[config.mk]
export PLATFORM = sky130hd
export DESIGN_NAME = deadband_state_change_reporter
export DESIGN_NICKNAME = d
export VERILOG_FILES = /design/src/design/dbsc_pkg.sv /design/src/design/dbsc_cfg_regs.sv /design/src/design/dbsc_change_detect.sv /design/src/design/deadband_state_change_reporter.sv
export VERILOG_INCLUDE_DIRS = /design/src /design/src/design
export SDC_FILE = /design/constraint.sdc
export NUM_CORES = 2
export LEC_CHECK = 0
export BUFFER_PORTS_ARGS = -buffer_cell sky130_fd_sc_hd__buf_2
export CORE_ASPECT_RATIO = 1.75
export CORE_MARGIN = 10
export CORE_UTILIZATION = 31
export DETAILED_ROUTE_END_ITERATION = 6
export HOLD_SLACK_MARGIN = 0.03
export PLACE_DENSITY_LB_ADDON = 0.15
export REMOVE_ABC_BUFFERS = 1
export SYNTH_ARGS = -nofsm -noshare
export SYNTH_HDL_FRONTEND = slang
export SYNTH_HIERARCHICAL = 1
export SYNTH_SLANG_ARGS = --single-unit
[constraint.sdc]
create_clock -name aclk -period 26.3 [get_ports aclk]
set_input_delay 1.315 -clock aclk [delete_from_list [all_inputs] [get_ports aclk]]
set_output_delay 1.315 -clock aclk [all_outputs]
set_load 0.01 [all_outputs]
[src/design/assert_macros.svh]
// Assertion helpers included by the top-level reporter.
`ifndef ASSERT_MACROS_SVH
`define ASSERT_MACROS_SVH

// Implication checked on every rising edge while out of reset.
`define DBSC_ASSERT_IMP(label, clk, rst_n, ante, cons) \
    label: assert property (@(posedge clk) disable iff (!(rst_n)) (ante) |-> (cons)) \
        else $error("dbsc: implication check failed");

// Next-cycle implication checked on every rising edge while out of reset.
`define DBSC_ASSERT_NEXT(label, clk, rst_n, ante, cons) \
    label: assert property (@(posedge clk) disable iff (!(rst_n)) (ante) |=> (cons)) \
        else $error("dbsc: next-cycle check failed");

`endif

[src/design/dbsc_pkg.sv]
`timescale 1ns / 1ps

package dbsc_pkg;

    // Configuration port geometry: five 32-bit registers at 4-byte spacing.
    localparam int unsigned AddrWidth = 5;
    localparam int unsigned DataWidth = 32;

    // Register indexes, taken from paddr[4:2].
    typedef enum logic [2:0] {
        REG_POS_DB = 3'd0,
        REG_ANG_DB = 3'd1,
        REG_VEL_EN = 3'd2,
        REG_HB     = 3'd3,
        REG_GAP    = 3'd4
    } reg_idx_t;

    // Reset values of the registers.
    localparam logic [15:0] PosDbReset   = 16'd5;
    localparam logic [31:0] PosDbSqReset = 32'd25;
    localparam logic [15:0] AngDbReset   = 16'd64;
    localparam logic        VelEnReset   = 1'b1;
    localparam logic [15:0] HbReset      = 16'd20;
    localparam logic [15:0] GapReset     = 16'd2;

    localparam logic [15:0] QuietMax = 16'hFFFF;

    // One observed sample.
    typedef struct packed {
        logic [31:0] entity_id;
        logic [31:0] pos_x;
        logic [31:0] pos_y;
        logic [31:0] pos_z;
        logic [47:0] angles;
        logic [47:0] velocity;
        logic [15:0] stance_anim;
        logic [31:0] equipment_id;
    } sample_t;

    // Last emitted sample, used as the comparison reference.
    typedef struct packed {
        logic [31:0] pos_x;
        logic [31:0] pos_y;
        logic [31:0] pos_z;
        logic [47:0] angles;
        logic [15:0] stance_anim;
        logic [31:0] equipment_id;
    } ref_t;

    // Current configuration, with the squared position deadband kept alongside.
    typedef struct packed {
        logic [15:0] pos_db;
        logic [31:0] pos_db_sq;
        logic [15:0] ang_db;
        logic        vel_en;
        logic [15:0] hb;
        logic [15:0] gap;
    } cfg_t;

endpackage

[src/design/dbsc_cfg_regs.sv]
`timescale 1ns / 1ps

module dbsc_cfg_regs (
    input  logic                            aclk,
    input  logic                            aresetn,
    input  logic                            psel,
    input  logic                            penable,
    input  logic                            pwrite,
    input  logic [dbsc_pkg::AddrWidth-1:0]  paddr,
    input  logic [dbsc_pkg::DataWidth-1:0]  pwdata,
    output logic [dbsc_pkg::DataWidth-1:0]  prdata,
    output logic                            pready,
    output dbsc_pkg::cfg_t                  cfg
);
    import dbsc_pkg::*;

    cfg_t     cfg_reg;
    cfg_t     cfg_next;
    reg_idx_t idx;
    logic     wr_en;

    assign pready = 1'b1;
    assign idx    = reg_idx_t'(paddr[AddrWidth-1:2]);
    assign wr_en  = psel && penable && pwrite && pready;
    assign cfg    = cfg_reg;

    // Register write decode; the square of the position deadband is formed here once.
    always_comb begin
        cfg_next = cfg_reg;
        if (wr_en) begin
            case (idx)
                REG_POS_DB: begin
                    cfg_next.pos_db    = pwdata[15:0];
                    cfg_next.pos_db_sq = 32'(pwdata[15:0]) * 32'(pwdata[15:0]);
                end
                REG_ANG_DB: cfg_next.ang_db = pwdata[15:0];
                REG_VEL_EN: cfg_next.vel_en = pwdata[0];
                REG_HB:     cfg_next.hb     = pwdata[15:0];
                REG_GAP:    cfg_next.gap    = pwdata[15:0];
                default:    cfg_next = cfg_reg;
            endcase
        end
    end

    always_ff @(posedge aclk) begin
        if (!aresetn) begin
            cfg_reg.pos_db    <= PosDbReset;
            cfg_reg.pos_db_sq <= PosDbSqReset;
            cfg_reg.ang_db    <= AngDbReset;
            cfg_reg.vel_en    <= VelEnReset;
            cfg_reg.hb        <= HbReset;
            cfg_reg.gap       <= GapReset;
        end else begin
            cfg_reg <= cfg_next;
        end
    end

    // Read-back mux.
    always_comb begin
        case (idx)
            REG_POS_DB: prdata = 32'(cfg_reg.pos_db);
            REG_ANG_DB: prdata = 32'(cfg_reg.ang_db);
            REG_VEL_EN: prdata = 32'(cfg_reg.vel_en);
            REG_HB:     prdata = 32'(cfg_reg.hb);
            REG_GAP:    prdata = 32'(cfg_reg.gap);
            default:    prdata = '0;
        endcase
    end

endmodule

[src/design/dbsc_change_detect.sv]
`timescale 1ns / 1ps

module dbsc_change_detect (
    input  dbsc_pkg::sample_t smp,
    input  dbsc_pkg::ref_t    ref_st,
    input  dbsc_pkg::cfg_t    cfg,
    output logic              changed
);
    import dbsc_pkg::*;

    logic        [2:0][31:0] cur_pos;
    logic        [2:0][31:0] old_pos;
    logic signed [2:0][32:0] dpos;
    logic        [2:0][32:0] apos;
    logic        [2:0][31:0] sq;
    logic        [2:0]       axis_over;
    logic        [33:0]      sq_sum;
    logic                    pos_moved;
    logic signed [2:0][16:0] dang;
    logic        [2:0][16:0] aang;
    logic        [2:0]       ang_over;

    assign cur_pos = {smp.pos_z, smp.pos_y, smp.pos_x};
    assign old_pos = {ref_st.pos_z, ref_st.pos_y, ref_st.pos_x};

    // Per-axis absolute difference. Once every axis is within the deadband,
    // each difference fits 16 bits, so the squares are 16 by 16.
    always_comb begin
        for (int i = 0; i < 3; i++) begin
            dpos[i] = $signed({cur_pos[i][31], cur_pos[i]})
                    - $signed({old_pos[i][31], old_pos[i]});
            apos[i] = dpos[i][32] ? 33'(-dpos[i]) : 33'(dpos[i]);
            axis_over[i] = apos[i] > {17'd0, cfg.pos_db};
            sq[i] = 32'(apos[i][15:0]) * 32'(apos[i][15:0]);
        end
    end

    assign sq_sum    = 34'(sq[0]) + 34'(sq[1]) + 34'(sq[2]);
    assign pos_moved = (|axis_over) || (sq_sum > {2'd0, cfg.pos_db_sq});

    // Plain signed lane differences, no wrap at half a turn.
    always_comb begin
        for (int i = 0; i < 3; i++) begin
            dang[i] = $signed({smp.angles[16*i+15], smp.angles[16*i +: 16]})
                    - $signed({ref_st.angles[16*i+15], ref_st.angles[16*i +: 16]});
            aang[i] = dang[i][16] ? 17'(-dang[i]) : 17'(dang[i]);
            ang_over[i] = aang[i] > {1'b0, cfg.ang_db};
        end
    end

    assign changed = pos_moved || (|ang_over)
                  || (smp.stance_anim != ref_st.stance_anim)
                  || (smp.equipment_id != ref_st.equipment_id);

endmodule

[src/design/deadband_state_change_reporter.sv]
`timescale 1ns / 1ps
`include "assert_macros.svh"

// Deadband state-change reporter: takes one entity state sample per transfer and
// emits it only when it differs from the last emitted sample by more than the
// configured deadbands, or when the heartbeat forces a resend; the first sample
// after reset is always emitted, and a changed sample arriving within the minimum
// gap after the last emit is dropped. A sample is registered on input, decided
// combinationally against the stored reference, and, if it emits, moves from the
// input register into the output register; a full output register holds it back
// in the input register. One sample is accepted every cycle; the only thing that
// stops the input is a result waiting in the output register while the sample
// behind it would also emit.
module deadband_state_change_reporter (
    input  logic                            aclk,
    input  logic                            aresetn,
    // Configuration port
    input  logic                            psel,
    input  logic                            penable,
    input  logic                            pwrite,
    input  logic [dbsc_pkg::AddrWidth-1:0]  paddr,
    input  logic [dbsc_pkg::DataWidth-1:0]  pwdata,
    output logic [dbsc_pkg::DataWidth-1:0]  prdata,
    output logic                            pready,
    // Sample input
    input  logic                            s_valid,
    output logic                            s_ready,
    input  logic        [31:0]              s_entity_id,
    input  logic signed [31:0]              s_pos_x,
    input  logic signed [31:0]              s_pos_y,
    input  logic signed [31:0]              s_pos_z,
    input  logic        [47:0]              s_angles_packed,
    input  logic        [47:0]              s_velocity_packed,
    input  logic        [15:0]              s_stance_anim,
    input  logic        [31:0]              s_equipment_id,
    // Emitted result
    output logic                            m_valid,
    input  logic                            m_ready,
    output logic        [31:0]              m_out_entity_id,
    output logic signed [31:0]              m_out_pos_x,
    output logic signed [31:0]              m_out_pos_y,
    output logic signed [31:0]              m_out_pos_z,
    output logic        [47:0]              m_out_angles_packed,
    output logic        [47:0]              m_out_velocity_packed,
    output logic        [15:0]              m_out_stance_anim,
    output logic        [31:0]              m_out_equipment_id,
    output logic        [31:0]              m_emit_sequence,
    output logic        [31:0]              m_emit_tick
);
    import dbsc_pkg::*;

    cfg_t        cfg;
    sample_t     in_smp_reg;
    logic        in_valid_reg;
    ref_t        ref_reg;
    logic        have_ref_reg;
    logic [15:0] quiet_reg;
    logic [15:0] quiet_next;
    logic [31:0] seq_reg;
    logic [31:0] tick_reg;
    logic [31:0] last_emit_reg;
    sample_t     out_smp_reg;
    logic [31:0] out_seq_reg;
    logic [31:0] out_tick_reg;
    logic        out_valid_reg;
    logic        out_valid_next;

    logic        changed;
    logic [31:0] tick_new;
    logic [31:0] gap_dist;
    logic        gap_hold;
    logic [15:0] quiet_inc;
    logic        hb_fire;
    logic        emit;
    logic        out_free;
    logic        in_adv;

    dbsc_cfg_regs u_cfg (
        .aclk    (aclk),
        .aresetn (aresetn),
        .psel    (psel),
        .penable (penable),
        .pwrite  (pwrite),
        .paddr   (paddr),
        .pwdata  (pwdata),
        .prdata  (prdata),
        .pready  (pready),
        .cfg     (cfg)
    );

    dbsc_change_detect u_detect (
        .smp     (in_smp_reg),
        .ref_st  (ref_reg),
        .cfg     (cfg),
        .changed (changed)
    );

    // Emit decision for the sample in the input register.
    assign tick_new  = tick_reg + 32'd1;
    assign gap_dist  = tick_new - last_emit_reg;
    assign gap_hold  = (cfg.gap != 16'd0) && (last_emit_reg != 32'd0)
                    && (gap_dist < {16'd0, cfg.gap});
    assign quiet_inc = (quiet_reg != QuietMax) ? quiet_reg + 16'd1 : quiet_reg;
    assign hb_fire   = (cfg.hb != 16'd0) && (quiet_inc >= cfg.hb);
    assign emit      = !have_ref_reg || (changed ? !gap_hold : hb_fire);

    // The input stage moves on unless its sample emits into a full output register.
    assign out_free = !out_valid_reg || m_ready;
    assign in_adv   = in_valid_reg && (!emit || out_free);
    assign s_ready  = !in_valid_reg || in_adv;

    // Input register.
    always_ff @(posedge aclk) begin
        if (!aresetn) begin
            in_valid_reg <= 1'b0;
        end else if (s_ready) begin
            in_valid_reg <= s_valid;
        end
    end

    always_ff @(posedge aclk) begin
        if (s_ready && s_valid) begin
            in_smp_reg.entity_id    <= s_entity_id;
            in_smp_reg.pos_x        <= s_pos_x;
            in_smp_reg.pos_y        <= s_pos_y;
            in_smp_reg.pos_z        <= s_pos_z;
            in_smp_reg.angles       <= s_angles_packed;
            in_smp_reg.velocity     <= s_velocity_packed;
            in_smp_reg.stance_anim  <= s_stance_anim;
            in_smp_reg.equipment_id <= s_equipment_id;
        end
    end

    // Quiet counter: cleared on emit, counts unchanged samples while the heartbeat is on.
    always_comb begin
        quiet_next = quiet_reg;
        if (emit) begin
            quiet_next = 16'd0;
        end else if (!changed && (cfg.hb != 16'd0)) begin
            quiet_next = quiet_inc;
        end
    end

    // Filter state.
    always_ff @(posedge aclk) begin
        if (!aresetn) begin
            have_ref_reg  <= 1'b0;
            quiet_reg     <= 16'd0;
            seq_reg       <= 32'd0;
            tick_reg      <= 32'd0;
            last_emit_reg <= 32'd0;
        end else if (in_adv) begin
            tick_reg  <= tick_new;
            quiet_reg <= quiet_next;
            if (emit) begin
                have_ref_reg  <= 1'b1;
                seq_reg       <= seq_reg + 32'd1;
                last_emit_reg <= tick_new;
            end
        end
    end

    // Reference sample, only read once a first emit has set it.
    always_ff @(posedge aclk) begin
        if (in_adv && emit) begin
            ref_reg.pos_x        <= in_smp_reg.pos_x;
            ref_reg.pos_y        <= in_smp_reg.pos_y;
            ref_reg.pos_z        <= in_smp_reg.pos_z;
            ref_reg.angles       <= in_smp_reg.angles;
            ref_reg.stance_anim  <= in_smp_reg.stance_anim;
            ref_reg.equipment_id <= in_smp_reg.equipment_id;
        end
    end

    // Output register.
    always_comb begin
        out_valid_next = out_valid_reg;
        if (in_adv && emit) begin
            out_valid_next = 1'b1;
        end else if (m_ready) begin
            out_valid_next = 1'b0;
        end
    end

    always_ff @(posedge aclk) begin
        if (!aresetn) begin
            out_valid_reg <= 1'b0;
        end else begin
            out_valid_reg <= out_valid_next;
        end
    end

    always_ff @(posedge aclk) begin
        if (in_adv && emit) begin
            out_smp_reg.entity_id    <= in_smp_reg.entity_id;
            out_smp_reg.pos_x        <= in_smp_reg.pos_x;
            out_smp_reg.pos_y        <= in_smp_reg.pos_y;
            out_smp_reg.pos_z        <= in_smp_reg.pos_z;
            out_smp_reg.angles       <= in_smp_reg.angles;
            out_smp_reg.velocity     <= cfg.vel_en ? in_smp_reg.velocity : 48'd0;
            out_smp_reg.stance_anim  <= in_smp_reg.stance_anim;
            out_smp_reg.equipment_id <= in_smp_reg.equipment_id;
            out_seq_reg              <= seq_reg + 32'd1;
            out_tick_reg             <= tick_new;
        end
    end

    assign m_valid               = out_valid_reg;
    assign m_out_entity_id       = out_smp_reg.entity_id;
    assign m_out_pos_x           = out_smp_reg.pos_x;
    assign m_out_pos_y           = out_smp_reg.pos_y;
    assign m_out_pos_z           = out_smp_reg.pos_z;
    assign m_out_angles_packed   = out_smp_reg.angles;
    assign m_out_velocity_packed = out_smp_reg.velocity;
    assign m_out_stance_anim     = out_smp_reg.stance_anim;
    assign m_out_equipment_id    = out_smp_reg.equipment_id;
    assign m_emit_sequence       = out_seq_reg;
    assign m_emit_tick           = out_tick_reg;

    // Checks on the filter state and the result register.
    `DBSC_ASSERT_NEXT(a_emit_sets_ref, aclk, aresetn, in_adv && emit, have_ref_reg)
    `DBSC_ASSERT_NEXT(a_seq_step, aclk, aresetn, in_adv && emit,
                      seq_reg == $past(seq_reg) + 32'd1)
    `DBSC_ASSERT_NEXT(a_quiet_clear, aclk, aresetn, in_adv && emit, quiet_reg == 16'd0)
    `DBSC_ASSERT_NEXT(a_tick_hold, aclk, aresetn, !in_adv, tick_reg == $past(tick_reg))
    `DBSC_ASSERT_NEXT(a_result_seq, aclk, aresetn, in_adv && emit,
                      m_valid && (m_emit_sequence == seq_reg) && (m_emit_tick == tick_reg))

endmodule
After elaboration in Yosys (flattened, before gate mapping)
Index checks and enable logic that the tools add are counted.

cells by class
  mux-type cells = 13
  reductions and logical operators = 38
  add/subtract/negate cells = 18
  $lt $le $gt $ge = 9
  equal/unequal tests = 7
  multiply operators = 4

operators by type and width
  cell                     number
  $mul A16 B16 Y32         4
  $gt A33 B16 Y1           3
  $mux W33                 3
  $neg A33 Y33             3
  $sub A32 B32 Y33         3
  $pmux W16 S5             1
  $add A32 B1 Y32 const B  2
  $gt A17 B16 Y1           3
  $mux W17                 3
  $neg A17 Y17             3
  $sub A16 B16 Y17         3
  $mux W16                 3
  $add A34 B32 Y34         1
  $gt A34 B32 Y1           1
  $add A32 B32 Y33         1
  $lt A32 B16 Y1           1
  $ne A32 B32 Y1           1
  $reduce_bool A16 Y1      2
  $reduce_bool A32 Y1      1
  $sub A32 B32 Y32         1
  $add A16 B1 Y16 const B  1
  $ge A16 B16 Y1           1
  $ne A16 B16 Y1           1
  $ne A16 B16 Y1 const B   1
  other kinds (11)         42

word-level totals
  logic and storage cells = 120
  bits of input ports = 316
  flip-flop bits (word level) = 820
  output and inout port bits = 371

Depth between registers and ports, before layout
  depth in word-level cells = 18
  gate-level depth with buffers = 74
  mapped depth without buffers = 70

Modules after synthesis
The synthesis kept the hierarchy.

by module, submodules not included
  module                          area each (µm²)  times used  seq. area each (µm²)  cells each
  dbsc_change_detect              37608.6          1           0.0                   4750
  deadband_state_change_reporter  27740.4          1           20559.7               1878
  dbsc_cfg_regs                   11707.5          1           1901.8                1411

Least setup slack after synthesis
No wires, ideal clock.

  path kind = reg2reg
  from = register m_out_pos_y[0] (netlist name)
  to = register in_smp_reg[0] in the netlist's numbering, enable pin
  period minus slack after synthesis = 29134 ps
  arrival time = 28138 ps
  cell stages (with the launch flop) = 57
  library setup time = 997 ps
  path buffers = 3
  slack = -2834 ps
  required time = 25303 ps
  cells stage by stage = edfxtp_1 ha_1 fa_1 nand2b_1 a21o_1 a21o_1 o21ai_0 a221o_1 nand2_1 o31ai_1 clkbuf_1 clkbuf_1 nor2_1 xnor2_1 clkinv_1 nor2_1 fa_1 fa_1 [... 21 more ...] ha_1 nand4_1 nor4_1 a41oi_1 a21oi_1 nand4_1 a311oi_1 o211ai_1 a2111oi_0 nand4_1 nor4_1 nand4_1 or4_1 or4_1 or2_2 o211a_1 clkbuf_1 a21oi_1

RTL lines
  element           line                                  source
  end: declaration  deadband_state_change_reporter.sv:53  sample_t in_smp_reg;

==> flow_summary.json <==
{
  "slew_headroom_pct": 27.96,
  "cap_viol_max_count": 0,
  "critical_path_required_ps": 24990,
  "routed_wl_mm": 273.3,
  "endpoint_kind": "primary output",
  "leading_cell_type_in_the_layout_fill_and_taps_excluded": "sky130_fd_sc_hd__inv_1",
  "n_fill_cell": 25489,
  "cts_tree": "built",
  "most-common-layout-cells": "1481 x sky130_fd_sc_hd__inv_1, 789 x sky130_fd_sc_hd__fa_1, 718 x sky130_fd_sc_hd__nand2_1",
  "holdPathStages": 0,
  "max_freq_mhz": 45.17,
  "min-delay-path-class": "reg2reg",
  "synth_async_sr_flop_share_pct": 0,
  "top_cells_by_area_in_the_synthesized_netlist": "sky130_fd_sc_hd__edfxtp_1 24%, sky130_fd_sc_hd__fa_1 20%, sky130_fd_sc_hd__ha_1 11%",
  "timing.critical_path.fanout_max": 49,
  "synth_top_cell_by_area": "sky130_fd_sc_hd__edfxtp_1",
  "grt_max_degree": 138,
  "timing.reg2reg.worst_path_depth": 62,
  "first_global_vias": 63818,
  "syn2layout_area_growth_pct": 13.44,
  "post-synth-top-area-fraction_pct": 23.69,
  "ys_seq_elements": 818,
  "cp_num_buf_inv": 6,
  "fp-row-count": 242,
  "finClkSkew_ps": 40.75,
  "worst_setup_hold_path_clk_slew_ps": 60,
  "setup_viol": 0,
  "gpl_wtd_cong": 0.9228,
  "wire_per_inst_um": 22.77,
  "floorplan.die.width_um": 396.9,
  "multi_input_area_sq_um": 48200,
  "fin_nets": 10422,
  "timing.critical_path.slowest_stage_cell": "sky130_fd_sc_hd__xnor2_2",
  "worstReg2RegEnd": "in_smp_reg[98]",
  "holdBufCountCts": 0,
  "final_util_pct": 35.25,
  "tritoncts_num_sinks": 818,
  "main_synth_ff_type": "sky130_fd_sc_hd__edfxtp_1",
  "netlist_area_sq_um": 77060,
  "worst-setup-path-type": "reg2out",
  "placeableCoreArea_sq_um": 248000,
  "post-route-cell-area_sq_um": 87420,
  "number_of_antenna_violations_at_the_first_check_in_global_routing": 27,
  "post_route_cells_drive_above_1_share_pct": 11.50,
  "final_cycle_utilization_of_the_critical_path_pct": 84.18,
  "ff_latch_area_sq_um": 22460,
  "status": "finished clean",
  "cp-start-kind": "flop",
  "critical_path.top_delay_family": "compound AO/OA/AOI/OAI gates",
  "numCtsBuffers": 90,
  "crit_top_cell": "sky130_fd_sc_hd__fa_1",
  "later_pin_clock_latency_in_the_skew_report_ps": 720,
  "grt_setup_unrepaired": "no",
  "final_critical_delay_including_setup_and_external_delays_ps": 22140,
  "cts_max_path_buffers": 3,
  "cts_setup_buffers": 0,
  "dieHeight_um": 679.5,
  "placement.cell_area_sq_um": 84380,
  "number_of_enable_type_register_cells_in_the_synthesized_netlist": 608,
  "detailedRoute.firstPassIterationCount": 6,
  "synth_warnings": 6,
  "slowest_delay_ps": 830,
  "part_of_the_yosys_area_used_for_sequential_elements_pct": 29.15,
  "detail_route.iter0.violations": 3153,
  "initial_util_pct": 31.07,
  "arrival_ps": 20830,
  "dr_total_vias": 59557,
  "synth.avg_cell_area_sq_um": 9.585,
  "timing_worst_slew_pin_value_ps": 1075,
  "post_cts.resized_instances": 0,
  "slew_violations": 0,
  "end_of_the_worst_hold_path": "m_out_entity_id[27]",
  "ff2ff_setup_slack_ps": 4780,
  "grt_overflow_total": 0,
  "detail-route-antenna-nets": 0,
  "die_area_sq_um": 269700,
  "cts_htree_levels": 3,
  "hold_start": "in_smp_reg[267]",
  "average_vias_per_placed_instance": 4.961,
  "post_synth_num_cell_types": 107,
  "boundaryPins": 687,
  "grt_use_total_pct": 19.86,
  "remaining_design_rule_violation_count": 0,
  "hpwlAfterDp_mm": 227.5,
  "worst_r2r_startpoint": "m_out_pos_y[0]",
  "global_route_wire_length_before_repair_mm": 404.6,
  "buffer_ports.inserted": 651,
  "largest_reg_flops": 272,
  "ctsRootBufferMaster": "sky130_fd_sc_hd__clkbuf_16",
  "timing.final.hold_violations": 0,
  "syn_inst": 8039
}
## per-stage QoR
step	instances	TNS (ps)	worst slack [ps]	hold slack [ps]
after floorplan	7784	-1074140	-3831	400.3
after global placement	11816	0	5052	400.5
after detailed placement	11816	0	4793	405.2
after CTS	11982	0	3954	405.0
after global routing	11986	0	2852	403.5
final	12006	0	4160	407.9
## per-layer routing
| metal | part of all wire, % | track usage, % | vias to the layer above |
|---|---|---|---|
| met4 | 6.0 | 9.962 | 20 |
| met5 | 0.045 | 0 | - |
| li1 | - | - | 27916 |
| met1 | 35 | 20.50 | 29582 |
| met2 | 53 | 37.27 | 1532 |
| met3 | 6.0 | 4.364 | 507 |
## how the worst max path moves through the flow
stage / from / end / slack, ps / cells after the start
final: m_out_pos_y[0] / s_ready / 4160 / 61
after global routing: m_out_pos_y[0] / s_ready / 2850 / 61
after CTS: m_out_pos_y[0] / s_ready / 3950 / 61
after floorplan: m_out_pos_y[0] / in_smp_reg[0] / -3830 / 54
after detailed placement: m_out_pos_y[0] / in_smp_reg[38] / 4790 / 62
after global placement: m_out_pos_y[0] / s_ready / 5050 / 61
## cell families after synthesis
group,after synthesis,synth area share [%]
buffers and inverters,1771,8.853
DFF,818,29.15
adders and majority gates,1492,31.91
AOI/OAI and AO/OA,1332,11.19
other,2,0.009746
xor gates and xnor gates,423,4.818
muxes,53,0.6998
and+or+nand+nor,2148,13.37
## Yosys cell counts, drive strengths merged, types with 95 or more instances
library cell	number
ha	703
nor3	153
fa	789
edfxtp	608
inv	1486
nand4	95
xnor2	274
clkbuf	217
nand3	139
dfxtp	210
and2	124
o21ai	277
nor2	514
xor2	149
a21o	97
a21oi	413
nand2	719
## area by class of cell
type | instances | area share [%]
Multi-Input combinational cell | 5466 | 55.14
Sequential cell | 818 | 25.69
Inverter | 1500 | 6.441
Tap cell | 3294 | 4.715
Timing Repair Buffer | 738 | 4.534
Clock buffer | 116 | 2.820
Clock inverter | 50 | 0.5868
Antenna cell | 24 | 0.06870
## worst register-to-register path, delay by kind of cell (launching register included)
| family | cells | cell delay, ps |
|---|---|---|
| compound gates | 24 | 6700 |
| fa+ha+maj | 13 | 6050 |
| simple gates | 16 | 4270 |
| buf+inv | 7 | 2490 |
| xor+xnor | 2 | 930 |
| flops | 1 | 390 |
Power is not shown: default switching activity piles up to over one toggle a cycle in this logic, so the estimate is an artifact.
